<file path="src/sv/kir_pkg.sv">
// kir_pkg: shared types, request codes and translation tables for the keyboard block
// no dependencies; imported by every module of the block
`timescale 1ns / 1ps

package kir_pkg;

  localparam int unsigned CodeW  = 10;
  localparam int unsigned KeyW   = 6;
  localparam int unsigned LevelW = 3;
  localparam int unsigned ModW   = 4;

  // modifier bits as they sit in a latched code
  localparam logic [CodeW-1:0] BitShift = 10'o0100;
  localparam logic [CodeW-1:0] BitCtrl  = 10'o0200;
  localparam logic [CodeW-1:0] BitTop   = 10'o0400;
  localparam logic [CodeW-1:0] BitMeta  = 10'o1000;

  typedef enum logic [2:0] {
    REQ_KEY       = 3'd0,
    REQ_ASCII     = 3'd1,
    REQ_WR_LEVEL  = 3'd2,
    REQ_RD_STATUS = 3'd3,
    REQ_RD_CODE   = 3'd4,
    REQ_WR_DATA   = 3'd5
  } req_e;

  typedef struct packed {
    logic [2:0]        req_type;
    logic [6:0]        key_id;
    logic              key_down;
    logic [6:0]        ascii_char;
    logic [LevelW-1:0] level_value;
  } item_t;

  typedef struct packed {
    logic [CodeW-1:0]  read_data;
    logic              event_unused;
    logic              irq_active;
    logic [LevelW-1:0] irq_level;
  } result_t;

  // decoded key / character lookups handed from translation to execution
  typedef struct packed {
    logic             mod_hit;
    logic [1:0]       mod_idx;
    logic             key_hit;
    logic [KeyW-1:0]  key_sym;
    logic [CodeW-1:0] ascii_code;
  } xlate_t;

  // key code for dense key numbers 10..63, zero elsewhere
  function automatic logic [KeyW-1:0] key_sym_of(logic [6:0] id);
    logic [KeyW-1:0] code;
    code = '0;
    if (id == 7'd10) begin
      code = 6'o53;
    end else if (id >= 7'd11 && id <= 7'd19) begin
      code = 6'(id + 7'd38);
    end else if (id >= 7'd20 && id <= 7'd45) begin
      code = 6'(id - 7'd19);
    end else begin
      case (id)
        7'd46:   code = 6'o60;
        7'd47:   code = 6'o55;
        7'd48:   code = 6'o52;
        7'd49:   code = 6'o50;
        7'd50:   code = 6'o51;
        7'd51:   code = 6'o73;
        7'd52:   code = 6'o72;
        7'd53:   code = 6'o34;
        7'd54:   code = 6'o34;
        7'd55:   code = 6'o54;
        7'd56:   code = 6'o56;
        7'd57:   code = 6'o57;
        7'd58:   code = 6'o77;
        7'd59:   code = 6'o74;
        7'd60:   code = 6'o74;
        7'd61:   code = 6'o45;
        7'd62:   code = 6'o33;
        7'd63:   code = 6'o40;
        default: code = '0;
      endcase
    end
    return code;
  endfunction

  // console character to full code, modifiers included
  function automatic logic [CodeW-1:0] ascii_code_of(logic [6:0] ch);
    logic [CodeW-1:0] code;
    code = '0;
    if ((ch >= 7'd1 && ch <= 7'd8) || (ch >= 7'd14 && ch <= 7'd26) ||
        ch == 7'd28 || ch == 7'd29 || ch == 7'd31) begin
      code = BitCtrl | {4'b0, ch[5:0]};
    end else if (ch >= 7'd40 && ch <= 7'd59) begin
      code = {3'b0, ch};
    end else if (ch >= 7'd65 && ch <= 7'd90) begin
      code = BitShift | {5'b0, ch[4:0]};
    end else if (ch >= 7'd97 && ch <= 7'd122) begin
      code = {5'b0, ch[4:0]};
    end else begin
      case (ch)
        7'd9:    code = 10'o045;
        7'd10:   code = 10'o035;
        7'd11:   code = 10'o047;
        7'd12:   code = 10'o046;
        7'd13:   code = 10'o033;
        7'd27:   code = 10'o077;
        7'd32:   code = 10'o040;
        7'd33:   code = BitShift | 10'o054;
        7'd34:   code = BitTop   | 10'o031;
        7'd35:   code = BitTop   | 10'o022;
        7'd36:   code = BitShift | 10'o066;
        7'd37:   code = BitShift | 10'o067;
        7'd38:   code = BitTop   | 10'o024;
        7'd39:   code = BitTop   | 10'o011;
        7'd60:   code = BitTop   | 10'o004;
        7'd61:   code = BitTop   | 10'o010;
        7'd62:   code = BitTop   | 10'o006;
        7'd63:   code = BitTop   | 10'o056;
        7'd64:   code = BitTop   | 10'o005;
        7'd91:   code = BitTop   | 10'o050;
        7'd92:   code = 10'o034;
        7'd93:   code = BitTop   | 10'o051;
        7'd95:   code = BitTop   | 10'o071;
        7'd96:   code = BitTop   | 10'o025;
        7'd123:  code = BitTop   | 10'o017;
        7'd124:  code = BitShift | 10'o053;
        7'd125:  code = BitTop   | 10'o020;
        7'd126:  code = BitShift | 10'o070;
        7'd127:  code = 10'o074;
        default: code = '0;
      endcase
    end
    return code;
  endfunction

endpackage

</file>
<file path="src/sv/kir_if.sv">
// kir_in_if / kir_out_if: valid-ready channels for request and result beats
// depends on kir_pkg for widths
`timescale 1ns / 1ps

interface kir_in_if;
  logic                      valid;
  logic                      ready;
  logic [2:0]                req_type;
  logic [6:0]                key_id;
  logic                      key_down;
  logic [6:0]                ascii_char;
  logic [kir_pkg::LevelW-1:0] level_value;

  modport source (output valid, req_type, key_id, key_down, ascii_char, level_value,
                  input ready);
  modport sink   (input valid, req_type, key_id, key_down, ascii_char, level_value,
                  output ready);
endinterface

interface kir_out_if;
  logic                      valid;
  logic                      ready;
  logic [kir_pkg::CodeW-1:0]  read_data;
  logic                      event_unused;
  logic                      irq_active;
  logic [kir_pkg::LevelW-1:0] irq_level;

  modport source (output valid, read_data, event_unused, irq_active, irq_level,
                  input ready);
  modport sink   (input valid, read_data, event_unused, irq_active, irq_level,
                  output ready);
endinterface

</file>
<file path="src/sv/kir_in_reg.sv">
// kir_in_reg: input register stage holding one request beat
// depends on kir_pkg
`timescale 1ns / 1ps

module kir_in_reg (
  input  logic           clk_i,
  input  logic           rst_ni,
  input  logic           in_valid_i,
  output logic           in_ready_o,
  input  kir_pkg::item_t item_i,
  input  logic           advance_i,
  output logic           valid_o,
  output kir_pkg::item_t item_o
);
  import kir_pkg::*;

  logic  valid_q, valid_d;
  item_t item_q;

  // free slot, or the held beat leaves this cycle
  assign in_ready_o = !valid_q || advance_i;

  always_comb begin
    valid_d = valid_q;
    if (in_ready_o) begin
      valid_d = in_valid_i;
    end
  end

  always_ff @(posedge clk_i or negedge rst_ni) begin
    if (!rst_ni) begin
      valid_q <= 1'b0;
    end else begin
      valid_q <= valid_d;
    end
  end

  always_ff @(posedge clk_i) begin
    if (in_ready_o && in_valid_i) begin
      item_q <= item_i;
    end
  end

  assign valid_o = valid_q;
  assign item_o  = item_q;

endmodule

</file>
<file path="src/sv/kir_xlate.sv">
// kir_xlate: decodes key numbers and console characters into codes
// depends on kir_pkg (key and character tables)
`timescale 1ns / 1ps

module kir_xlate (
  input  kir_pkg::item_t  item_i,
  output kir_pkg::xlate_t xlate_o
);
  import kir_pkg::*;

  always_comb begin
    xlate_o.mod_hit = 1'b1;
    xlate_o.mod_idx = 2'd0;
    case (item_i.key_id)
      7'd1, 7'd2:        xlate_o.mod_idx = 2'd0;
      7'd3, 7'd4, 7'd5:  xlate_o.mod_idx = 2'd1; // caps lock counts as control
      7'd6, 7'd7:        xlate_o.mod_idx = 2'd2;
      7'd8, 7'd9:        xlate_o.mod_idx = 2'd3;
      default:           xlate_o.mod_hit = 1'b0;
    endcase
    xlate_o.key_hit    = (item_i.key_id >= 7'd10) && (item_i.key_id <= 7'd63);
    xlate_o.key_sym    = key_sym_of(item_i.key_id);
    xlate_o.ascii_code = ascii_code_of(item_i.ascii_char);
  end

endmodule

</file>
<file path="src/sv/kir_exec.sv">
// kir_exec: interface state registers, request execution and result register
// depends on kir_pkg; fed by kir_in_reg and kir_xlate
`timescale 1ns / 1ps

module kir_exec (
  input  logic             clk_i,
  input  logic             rst_ni,
  input  logic             fire_i,
  input  kir_pkg::item_t   item_i,
  input  kir_pkg::xlate_t  xlate_i,
  input  logic             out_ready_i,
  output logic             out_valid_o,
  output kir_pkg::result_t result_o
);
  import kir_pkg::*;

  logic [LevelW-1:0] level_q, level_d;
  logic              done_q, done_d;
  logic [CodeW-1:0]  code_q, code_d;
  logic [ModW-1:0]   mod_q, mod_d;
  logic              irq_q, irq_d;
  logic              out_valid_q, out_valid_d;
  result_t           result_q, result_d;
  logic              do_latch;
  logic [CodeW-1:0]  latch_code;

  always_comb begin
    level_d    = level_q;
    done_d     = done_q;
    code_d     = code_q;
    mod_d      = mod_q;
    irq_d      = irq_q;
    do_latch   = 1'b0;
    latch_code = xlate_i.ascii_code;
    result_d   = '0;

    case (req_e'(item_i.req_type))
      REQ_KEY: begin
        if (xlate_i.mod_hit) begin
          mod_d[xlate_i.mod_idx] = item_i.key_down;
        end else if (item_i.key_down && xlate_i.key_hit) begin
          do_latch   = 1'b1;
          latch_code = {mod_q, xlate_i.key_sym};
        end else begin
          result_d.event_unused = 1'b1;
        end
      end
      REQ_ASCII: begin
        do_latch = (item_i.ascii_char != 7'd0);
      end
      REQ_WR_LEVEL: begin
        level_d = item_i.level_value;
      end
      REQ_RD_STATUS: begin
        result_d.read_data = {{(CodeW-LevelW-1){1'b0}}, done_q, level_q};
      end
      REQ_RD_CODE: begin
        done_d             = 1'b0;
        irq_d              = 1'b0;
        result_d.read_data = code_q;
      end
      default: ;
    endcase

    // a latch at level zero sets done but does not raise the interrupt
    if (do_latch) begin
      code_d = latch_code;
      done_d = 1'b1;
      if (level_q != '0) begin
        irq_d = 1'b1;
      end
    end

    result_d.irq_active = irq_d;
    result_d.irq_level  = level_d;

    out_valid_d = out_valid_q;
    if (fire_i) begin
      out_valid_d = 1'b1;
    end else if (out_ready_i) begin
      out_valid_d = 1'b0;
    end
  end

  always_ff @(posedge clk_i or negedge rst_ni) begin
    if (!rst_ni) begin
      level_q     <= '0;
      done_q      <= 1'b0;
      code_q      <= '0;
      mod_q       <= '0;
      irq_q       <= 1'b0;
      out_valid_q <= 1'b0;
    end else begin
      out_valid_q <= out_valid_d;
      if (fire_i) begin
        level_q <= level_d;
        done_q  <= done_d;
        code_q  <= code_d;
        mod_q   <= mod_d;
        irq_q   <= irq_d;
      end
    end
  end

  always_ff @(posedge clk_i) begin
    if (fire_i) begin
      result_q <= result_d;
    end
  end

  assign out_valid_o = out_valid_q;
  assign result_o    = result_q;

endmodule

</file>
<file path="src/sv/keyboard_interface_registers.sv">
// keyboard_interface_registers: top level of the keyboard interface block
// depends on kir_pkg, kir_if, kir_in_reg, kir_xlate, kir_exec
//
//   channel  dir  handshake      payload
//   in_i     in   valid/ready    req_type, key_id, key_down, ascii_char, level_value
//   out_o    out  valid/ready    read_data, event_unused, irq_active, irq_level
//
// one result beat per request beat; a request passes the input register, then table lookup
// and state update into the result register
// sustained rate is one beat per cycle while out_o keeps taking results
// a stalled output holds its beat; one more request waits in the input register
// reset clears all interface state (level, done, code, modifiers, interrupt)
`timescale 1ns / 1ps

module keyboard_interface_registers (
  input logic      clk_i,
  input logic      rst_ni,
  kir_in_if.sink   in_i,
  kir_out_if.source out_o
);
  import kir_pkg::*;

  item_t   in_item;
  item_t   s0_item;
  logic    s0_valid;
  logic    advance;
  logic    out_valid;
  xlate_t  xlate;
  result_t result;

  assign in_item.req_type    = in_i.req_type;
  assign in_item.key_id      = in_i.key_id;
  assign in_item.key_down    = in_i.key_down;
  assign in_item.ascii_char  = in_i.ascii_char;
  assign in_item.level_value = in_i.level_value;

  // held request moves on when the result register is free or being emptied
  assign advance = s0_valid && (!out_valid || out_o.ready);

  kir_in_reg u_in_reg (
    .clk_i      (clk_i),
    .rst_ni     (rst_ni),
    .in_valid_i (in_i.valid),
    .in_ready_o (in_i.ready),
    .item_i     (in_item),
    .advance_i  (advance),
    .valid_o    (s0_valid),
    .item_o     (s0_item)
  );

  kir_xlate u_xlate (
    .item_i  (s0_item),
    .xlate_o (xlate)
  );

  kir_exec u_exec (
    .clk_i       (clk_i),
    .rst_ni      (rst_ni),
    .fire_i      (advance),
    .item_i      (s0_item),
    .xlate_i     (xlate),
    .out_ready_i (out_o.ready),
    .out_valid_o (out_valid),
    .result_o    (result)
  );

  assign out_o.valid        = out_valid;
  assign out_o.read_data    = result.read_data;
  assign out_o.event_unused = result.event_unused;
  assign out_o.irq_active   = result.irq_active;
  assign out_o.irq_level    = result.irq_level;

endmodule

</file>
<file path="src/flat_wrapper.sv">
// flat-port wrapper written by rule: the top's interface ports become plain ports
module keyboard_interface_registers_flat import kir_pkg::*;
  (clk_i, rst_ni, in_i_valid, in_i_req_type, in_i_key_id, in_i_key_down, in_i_ascii_char, in_i_level_value, in_i_ready, out_o_valid, out_o_read_data, out_o_event_unused, out_o_irq_active, out_o_irq_level, out_o_ready);
  kir_in_if in_i_i ();
  kir_out_if out_o_i ();
  input logic clk_i;
  input logic rst_ni;
  input wire logic [$bits(in_i_i.valid)-1:0] in_i_valid;
  input wire logic [$bits(in_i_i.req_type)-1:0] in_i_req_type;
  input wire logic [$bits(in_i_i.key_id)-1:0] in_i_key_id;
  input wire logic [$bits(in_i_i.key_down)-1:0] in_i_key_down;
  input wire logic [$bits(in_i_i.ascii_char)-1:0] in_i_ascii_char;
  input wire logic [$bits(in_i_i.level_value)-1:0] in_i_level_value;
  output wire logic [$bits(in_i_i.ready)-1:0] in_i_ready;
  output wire logic [$bits(out_o_i.valid)-1:0] out_o_valid;
  output wire logic [$bits(out_o_i.read_data)-1:0] out_o_read_data;
  output wire logic [$bits(out_o_i.event_unused)-1:0] out_o_event_unused;
  output wire logic [$bits(out_o_i.irq_active)-1:0] out_o_irq_active;
  output wire logic [$bits(out_o_i.irq_level)-1:0] out_o_irq_level;
  input wire logic [$bits(out_o_i.ready)-1:0] out_o_ready;
  assign in_i_i.valid = in_i_valid;
  assign in_i_i.req_type = in_i_req_type;
  assign in_i_i.key_id = in_i_key_id;
  assign in_i_i.key_down = in_i_key_down;
  assign in_i_i.ascii_char = in_i_ascii_char;
  assign in_i_i.level_value = in_i_level_value;
  assign in_i_ready = in_i_i.ready;
  assign out_o_valid = out_o_i.valid;
  assign out_o_read_data = out_o_i.read_data;
  assign out_o_event_unused = out_o_i.event_unused;
  assign out_o_irq_active = out_o_i.irq_active;
  assign out_o_irq_level = out_o_i.irq_level;
  assign out_o_i.ready = out_o_ready;
  keyboard_interface_registers u_core (.clk_i(clk_i), .rst_ni(rst_ni), .in_i(in_i_i), .out_o(out_o_i));
endmodule
</file>
<file path="config.mk">
export PLATFORM = sky130hd
export DESIGN_NAME = keyboard_interface_registers_flat
export DESIGN_NICKNAME = d
export VERILOG_FILES = /design/src/sv/kir_pkg.sv /design/src/sv/kir_if.sv /design/src/sv/kir_in_reg.sv /design/src/sv/kir_xlate.sv /design/src/sv/kir_exec.sv /design/src/sv/keyboard_interface_registers.sv /design/src/flat_wrapper.sv
export SDC_FILE = /design/constraint.sdc
export NUM_CORES = 1
export LEC_CHECK = 0
export ABC_AREA = 1
export BUFFER_PORTS_ARGS = -buffer_cell sky130_fd_sc_hd__buf_4
export CORE_ASPECT_RATIO = 1.5
export CORE_MARGIN = 8
export CORE_UTILIZATION = 54
export DETAILED_ROUTE_END_ITERATION = 10
export PLACE_DENSITY = 0.74
export SYNTH_ARGS = -nofsm -noshare
export SYNTH_HDL_FRONTEND = slang
export SYNTH_HIERARCHICAL = 1
export SYNTH_SLANG_ARGS = --single-unit
</file>
<file path="constraint.sdc">
create_clock -name clk_i -period 2.8 [get_ports clk_i]
set_clock_uncertainty 0.1 [all_clocks]
set_input_delay 0.56 -clock clk_i [delete_from_list [all_inputs] [get_ports clk_i]]
set_output_delay 0.56 -clock clk_i [all_outputs]
set_load 0.05 [all_outputs]
</file>
* Yosys cells after proc, flatten, opt, wreduce, memory -nomap -nowiden
Memories as Yosys holds them, arrays and structs flattened. A register that Yosys moved wholly into a read port is not among the register bits.
Index checks and enable logic that the tools add are counted.
** Word-level totals
- Input bits :: 25
- Logic and storage cells :: 120
- Output and inout bits :: 17
- Memories :: 2
- Memory bits (read-only) :: 1408
- Bits in registers :: 57
** Operators by class
- Equal/unequal tests :: 17
- Mux-type cells :: 31
- Bitwise operators :: 1
- Add/subtract/negate cells :: 2
- Order comparisons :: 18
- Reductions and logical operators :: 33
** Memories
- (name not given) :: depth 128, width 8, read ports 1, clocked after memory_dff 1, wr ports 0, line kir_pkg.sv:101 : case (ch)
- (name not given) :: depth 64, width 6, read ports 1, clocked after memory_dff 1, wr ports 0, line kir_pkg.sv:62 : case (id)
** Operators with widths (count)
- 10-bit two-way mux :: 7
- 6-bit two-way mux :: 5
- 7-bit by 3-bit == test with 1-bit output (second input constant) :: 4
- 7-bit by 4-bit == test with 1-bit output (second input constant) :: 3
- 7-bit by 5-bit == test with 1-bit output (second input constant) :: 3
- 7-bit by 4-bit >= comparator with 1-bit output (second input constant) :: 3
- 7-bit by 6-bit less-or-equal comparator with 1-bit output (second input constant) :: 3
- 10-bit case mux with 2 select lines :: 1
- 7-bit by 2-bit == test with 1-bit output (second input constant) :: 2
- 7-bit >= comparator (second input constant) :: 2
- 7-bit by 5-bit less-or-equal comparator with 1-bit output (second input constant) :: 2
- 7-bit less-or-equal comparator (second input constant) :: 2
- 1-bit logical AND :: 12
- 1-bit two-way mux :: 12
- 9-bit OR reduction :: 1
- 7-bit by 1-bit == test with 1-bit output (second input constant) :: 1
- 7-bit by 1-bit >= comparator with 1-bit output (second input constant) :: 1
- 7-bit by 5-bit >= comparator with 1-bit output (second input constant) :: 1
- 7-bit by 6-bit >= comparator with 1-bit output (second input constant) :: 1
- 7-bit by 4-bit less-or-equal comparator with 1-bit output (second input constant) :: 1
- 7-bit two-way mux :: 1
- 7-bit nonzero test :: 1
- 6-bit adder (second input constant) :: 1
- 3-bit by 2-bit == test with 1-bit output (second input constant) :: 2
- 20 further kinds :: 30

* Logic depth before layout (Yosys ltp)
Gate-level depths: netlist of the first run.
- Depth in word-level cells :: 10
- Mapped depth :: 17

* Modules after synthesis
Netlist of the first run, hierarchy kept.
** By module, submodules not included
- kir_xlate :: instances 1, sequential area each 0.0 um^2, area an instance 1775.5 um^2, cells an instance 325
- kir_exec :: instances 1, sequential area each 950.9 um^2, area an instance 1649.1 um^2, cells an instance 190
- kir_in_reg :: instances 1, sequential area each 655.6 um^2, area an instance 675.6 um^2, cells an instance 27
- keyboard_interface_registers :: instances 1, sequential area each 0.0 um^2, area an instance 16.3 um^2, cells an instance 3

* Least setup slack after synthesis of the first run
Ideal clock, no wire load.
- Path kind :: register to register
- From :: register u_core.u_exec.out_valid_q, in the netlist u_core/u_exec/out_valid_o
- To :: register u_core.u_in_reg.item_q, in the netlist u_core/u_in_reg/item_o[0] (enable)
- Buffers on the path :: 0
- Setup time :: 0.406 ns
- Path slack :: -0.106 ns
- Data arrival time :: 2.400 ns
- Cell stages (with the launch flop) :: 4
- Period minus slack after synthesis :: 2.906 ns
- Cells stage by stage :: dfrtp_1 a21oi_2 inv_1 a21oi_1
** Between the ends
- Longest elaborated chain between the ends :: 5
** RTL lines
- start, declared :: line kir_exec.sv:22 : logic out_valid_q, out_valid_d;
- start signal, assigned :: line kir_exec.sv:94 : out_valid_q <= out_valid_d;
- 1-bit logical NOT :: line keyboard_interface_registers.sv:38 : assign advance = s0_valid && (!out_valid || out_o.ready);
- 1-bit logical OR :: line keyboard_interface_registers.sv:38
- 1-bit logical AND :: line keyboard_interface_registers.sv:38
- net u_core.advance :: line keyboard_interface_registers.sv:26 : logic advance;
- 1-bit logical OR :: line kir_in_reg.sv:21 : assign in_ready_o = !valid_q || advance_i;
- 1-bit logical AND :: line kir_in_reg.sv:39 : if (in_ready_o && in_valid_i) begin
- end signal, assigned :: line kir_in_reg.sv:40 : item_q <= item_i;
- end, declared :: line kir_in_reg.sv:18 : item_t item_q;
The timed path passes the listed nets, and every way through them passes these cells.
A chain may end at the register's enable or synchronous reset.

==> run summary, run 1 <==
CP Cell Sequence: nor2_4, inv_2, nor2_2, nand3_1, inv_1, nor2_1, a21oi_1, nand2_1, nor2_1, nand2_2, nand2_4, nand2_2, nand2_1, nand2_1
Period minus WS final: 2.530 ns
WP data required: 2.92 ns
Detailed Route WL: 11.09 mm
Clock transition at path regs: 0.06 ns
Clk Latency, worst-skew pair: 0.33 ns
MaxCap Viol Count: 0
Largest net degree at the start of global routing: 35
Place WS: 0.2647 ns
Share of cells above drive strength 1: 20.37%
Setup violation total in the final timing report: 0
Crit-path most repeated cell: nand2_1
Count leader, synth: nand2_1
Synth top area cells: edfxtp_1, nand2_1, dfrtp_1, nand3_1, ha_1
Post-synth top area cell: edfxtp_1
IO buf count: 41
Hold Crit Class: primary input to async pin
Peak supply drop: 0.0005687 V
TNS Setup: 0 ns
Reg-to-reg slack, setup: 0.27 ns
Initial Util: 54.78%
Detailed-route via count: 3796
Power Total: 3.183 mW
Post-synth EDFFs: 36
Core ar.: 0.007515 mm2
RSZ-0062 raised after global routing: no
TritonCTS Buffers: 9
Pwr/cell area: 661.2 mW/mm2
Die X: 87.29 um
Mapped cell area: 0.004116 mm2
Pins Over Slew Limit: 0
Status: finished clean
Synth Register Bits: 57
Static leakage: 2.305 nW
First-pass GRT wire length: 17.96 mm
Critical path class: register to register
Post-Layout Cell Count: 696
Post-synthesis mux area share: 0%
Layout area overhead: 16.96%
Yosys top cell area share: 26.26%
Synth Area in XOR/XNOR: 0.4255%
DR iter-0 viols: 296
Ys async rst share: 36.84%
Max stage delay cell, worst path: edfxtp_1
Die ar.: 0.01073 mm2
Ports: 42
Path depth of the worst reg2reg path: 14
CTS Buffer Depth: 2
Dpl hpwl: 8.468 mm
Syn Area/Cell: 7.553 um2
Reg-to-reg endpoint: u_core/u_exec/code_q[0]
Worst r2r src: u_core/u_in_reg/item_o[17]
CTS tree: done
Clock root cell: clkbuf_16
Avg WL per Cell: 15.93 um
Post-Syn Instances: 545
Layout filler cell count: 699
Nets: 632
Inserted Diodes: 0
Die Y: 122.9 um
Compound-gate portion of the synthesized area: 9.271%
Total congestion overflow: 0
Cells after DPL: 678
Setup WS post-layout: 0.2696 ns
GRT Total Usage: 21.71%
Hold slack final: 0.008047 ns
Synth top cells by count: nand2_1, nand3_1, inv_1, nor2_1, edfxtp_1
Ys flop type: edfxtp_1
YS warnings: 6
Unique cell type count in the Yosys netlist: 42
Simple-Gate Fraction of Synth Area: 35.99%
Startpoint Class: register
Vias per Instance: 5.454
Post-Synth Adder-Cell Area: 5.471%
Max Fclk: 395.2 MHz
Tcrit/Tclk final: 90.37%
Total nets after synthesis: 588
Gpl congestion: 0.9556
Initial antenna violation count: 0
# resized after CTS: 0
Worst EP arrival: 2.65 ns
Sequential fraction of the synthesis area: 39.03%
Crit path largest cell delay: 0.48 ns
Rows: 39
First-pass DRT Iterations: 5
Final hold viol count: 0
DR DRC count: 0
CTS H-tree depth: 3
Number of global-route vias before repair: 3828
CP max FO: 13
Clk sinks: 57
Antenna Violating Nets Remaining: 0
Element type at the critical path end: register
Largest family of logic cells by synthesized area: simple AND/OR/NAND/NOR gates
==> where the power goes <==
| part | switching (mW) | total, mW | internal (mW) |
|---|---|---|---|
| clock network | 0.383 | 1.10 | 0.712 |
| registers | 0.115 | 1.20 | 1.08 |
| logic | 0.614 | 0.891 | 0.277 |
==> cell usage in the layout (no fill, tap or decap), types with 2 or more instances in the layout <==
cell type	n
edfxtp_1	36
nor3_1	3
nand3_1	74
o21ai_0	28
nand2_4	7
nor2_1	41
nor2_4	6
clkbuf_16	9
ha_1	18
nand4_1	9
inv_1	56
clkinv_4	2
nand3b_1	2
inv_2	13
a21oi_2	2
clkinvlp_4	3
o211ai_1	5
nor2_2	4
o21ai_1	7
a21oi_1	18
nand2_2	13
buf_4	50
nand3_2	4
nand2_1	143
dfrtp_1	21
==> routing by layer <==
metal | track usage, % | vias to the layer above | share of wire (%)
li1 | - | 1879 | -
met5 | 0 | - | 0
met1 | 21.95 | 1737 | 38
met4 | 12.54 | 0 | 4.2
met3 | 4.391 | 36 | 4.8
met2 | 40.01 | 144 | 53
==> cell type report <==
class                      count  area [um2]  share of cell area [%]
clock buffer                  10       239.0                   4.964
clock inverter                 6       66.31                   1.377
inverter                      73       286.5                   5.951
multi-input combinational    398        2113                   43.89
sequential                    57        1607                   33.37
tap                          102       127.6                   2.651
timing repair buffer          50       375.4                   7.796
==> worst max path at each step <==
stage | from | to | slack [ns] | depth (start not counted)
final | u_core/u_in_reg/item_o[17] | u_core/u_exec/code_q[0] | 0.27 | 14
after global routing | u_core/u_in_reg/item_o[16] | u_core/u_exec/code_q[8] | 0.05 | 14
after CTS | u_core/u_in_reg/item_o[11] | u_core/u_exec/code_q[0] | 0.26 | 13
after detailed placement | u_core/u_in_reg/item_o[11] | u_core/u_exec/code_q[0] | 0.26 | 13
after global placement | u_core/u_in_reg/item_o[11] | u_core/u_exec/code_q[8] | 0.36 | 13
after floorplan | u_core/u_exec/out_valid_o | u_core/u_in_reg/item_o[0] | 0.28 | 3
==> sequential cells by signal (all words and copies together) (netlist names) <==
register and count:
u_core/u_in_reg/item_o 21, u_core/u_exec/result_o 15, u_core/u_exec/code_q 10, u_core/u_exec/mod_q 4
u_core/u_exec/level_q 3, u_core/u_exec/done_q 1, u_core/u_exec/irq_q 1, u_core/u_exec/out_valid_o 1
u_core/u_in_reg/valid_o 1
==> repair_timing <==
item / 4_1_cts / 5_1_grt
setup endpoints to repair: 0 / 4
endpoints found under the hold margin: 0 / 0
buffers inserted: 0 / 2
hold buffers: 0 / 0
==> stage by stage <==
stage / area [um2] / utilization (%)
floorplan: 4120 / -
global placement: 4494 / 59.81
detailed placement: 4494 / 59.81
CTS: 4800 / 63.87
global route: 4815 / 64.07
finish: 4815 / 64.07
==> worst max-delay path: cells and delay by family (launching register included) <==
kind	cells	cell delay, ns
AO/OA/AOI/OAI	1	0.15
buffers and inverters	2	0.19
flip-flops	1	0.48
AND/OR/NAND/NOR	11	1.50
==> logic make-up (layout without fill, tap and decap cells) <==
kind of cell | after synthesis | in the layout
AND/OR/NAND/NOR | 310 | 310
buffers and inverters | 90 | 139
AO/OA/AOI/OAI | 67 | 67
flip-flops | 57 | 57
adder cells (fa/ha/maj) | 18 | 18
XOR/XNOR | 2 | 2
other | 1 | 1
Note: power is estimated with default switching activity, not from simulation.
==> run 2, diff against run 1 <==
Settings changed: CORE_UTILIZATION 54 to 50, PLACE_DENSITY 0.74 to 0.69.
==> run 2 against run 1 <==
Count of clock-buffer cells in the layout decreased by 1. Sequential share of layout area decreased by 0.28 points. Global-route usage is 1.6 points lower. Critical endpoint is now u_core/u_exec/code_q[8].
==> run summary, run 2 (synthesis results as in run 1) <==
Status: finished clean
Area post-placement: 0.004506 mm2 (+0.25%)
Clk sinks: 57 (unchanged)
Startpoint Class: register
Post-Layout Cell Count: 701 (+0.72%)
CP max FO: 13 (unchanged)
DR DRC count: 0 (unchanged)
Antenna Violating Nets Remaining: 0 (unchanged)
TNS Setup: 0 ns (unchanged)
Die Y: 127.1 um (+3.4%)
Initial Util: 51.41% (-3.4 points)
Share of cells above drive strength 1: 20.81% (+0.43 points)
Layout filler cell count: 765 (+9.4%)
Clk Latency, worst-skew pair: 0.33 ns (about the same)
Detailed-route via count: 3818 (+0.58%)
Element type at the critical path end: register
CTS H-tree depth: 3 (unchanged)
Worst EP arrival: 2.66 ns (about the same)
Ports: 42 (unchanged)
Die X: 90.09 um (+3.2%)
Static leakage: 2.331 nW (+1.1%)
Largest register FFs: 21 (unchanged)
Power Total: 3.284 mW (+3.2%)
Hold Crit Class: primary input to async pin
Detailed Route WL: 11.07 mm (-0.14%)
MaxCap Viol Count: 0 (unchanged)
Rows: 40 (+2.6%)
Crit path largest cell delay: 0.49 ns (about the same)
Initial antenna violation count: 0 (unchanged)
CTS tree: done
TritonCTS Buffers: 9 (unchanged)
Design area: 0.004856 mm2 (+0.86%)
Final hold viol count: 0 (unchanged)
CTS Buffer Depth: 2 (unchanged)
Peak supply drop: 0.0004852 V (-15%)
Dpl hpwl: 8.435 mm (-0.39%)
Period minus WS final: 2.538 ns (+0.007380 ns)
Crit-path most repeated cell: nand2_1
Most frequent cells in the layout: nand2_1, nand3_1, inv_1
Nets: 634 (+0.32%)
Largest net degree at the start of global routing: 24 (-31%)
WP data required: 2.92 ns (about the same)
First-pass DRT Iterations: 5 (unchanged)
First-pass GRT wire length: 18.45 mm (+2.7%)
Hold_buf cts: 0 (unchanged)
Layout area overhead: 17.96%
DR iter-0 viols: 245 (-17%)
Max stage delay cell, worst path: edfxtp_1
Gpl congestion: 0.9799 (+2.5%)
Vias per Instance: 5.447 (-0.14%)
CP Cell Sequence: inv_2, ha_1, nand3_1, inv_1, nor2_1, a21oi_1, nand2_1, nor2_2, nand2_2, nand2_4, nand2_2, nand2_1, nand2_1
Avg WL per Cell: 15.79 um (-0.85%)
IO buf count: 41 (unchanged)
Reg-to-reg slack, setup: 0.26 ns (about the same)
Total congestion overflow: 0 (unchanged)
Pins Over Slew Limit: 0 (unchanged)
Clock transition at path regs: 0.06 ns (about the same)
GRT Total Usage: 20.11% (-1.6 points)
Setup violation total in the final timing report: 0 (unchanged)
RSZ-0062 raised after global routing: no
Clock root cell: clkbuf_16
Pwr/cell area: 676.3 mW/mm2 (+2.3%)
Die ar.: 0.01145 mm2 (+6.7%)
Commonest non-fill, non-tap cell in the layout: nand2_1
Max Fclk: 394.0 MHz (-0.29%)
CP delay by family, top: simple AND/OR/NAND/NOR gates
Core ar.: 0.008008 mm2 (+6.6%)
Critical path class: register to register
Buffers & Inverters on Critical Path: 2 (unchanged)
Tcrit/Tclk final: 90.63% (+0.26 points)
Number of global-route vias before repair: 3901 (+1.9%)
Cells after DPL: 682 (+0.59%)
Inserted Diodes: 0 (unchanged)
-- run 2: metal layers --
layer | part of all wire (%) | up-vias | global-route usage [%] | wire length (um)
met2 | 53 | 138 | 37.09 | 5836
met1 | 38 | 1749 | 19.88 | 4212
met4 | 4.7 | 0 | 14.17 | 515
met3 | 4.6 | 42 | 3.693 | 506
met5 | 0 | - | 0 | 0
li1 | - | 1889 | - | -
-- run 2: path summary, 6_finish.rpt --
path / end / startpoint / cells after the start
max: u_core/u_exec/code_q[8] / u_core/u_in_reg/item_o[11] / 13
min reg2reg: u_core/u_exec/code_q[5] / u_core/u_exec/code_q[5] / 2
min in group clk_i: u_core/u_in_reg/item_o[19] / in_i_req_type[1] / 1
max in group asynchronous: u_core/u_exec/level_q[1] / rst_ni / 1
min: u_core/u_exec/code_q[7] / rst_ni / 1
max reg2reg: u_core/u_exec/code_q[8] / u_core/u_in_reg/item_o[11] / 13
-- run 2: layout make-up --
type,instances,area (um2),share of cell area [%]
Clock buffer,9,225.2,4.638
Clock inverter,7,100.1,2.061
Inverter,73,286.5,5.901
Multi-Input combinational cell,398,2116,43.57
Sequential cell,57,1607,33.08
Tap cell,105,131.4,2.705
Timing Repair Buffer,52,390.4,8.039
-- run 2: what timing repair did --
| item | CTS | global route |
|---|---|---|
| resized for setup | 0 | 1 |
| endpoints found under the setup margin | 0 | 10 |
| buffers inserted | 0 | 3 |
| endpoints found under the hold margin | 0 | 0 |
-- run 2: where the power goes --
| group | internal (mW) | switching (mW) |
|---|---|---|
| sequential | 1.08 | 0.113 |
| clock | 0.786 | 0.397 |
| combinational | 0.282 | 0.623 |
| total | 2.15 | 1.13 |
-- run 2: stage by stage --
stage / hold slack [ns] / utilization, % / worst slack, ns
after global placement: 0.3615 / 56.27 / 0.3365
after CTS: 0.004012 / 60.33 / 0.2253
after global routing: 0.01388 / 60.64 / 0.004607
final: 0.004506 / 60.64 / 0.2622
after detailed placement: 0.3600 / 56.27 / 0.2545
after floorplan: 0.1644 / - / 0.2763
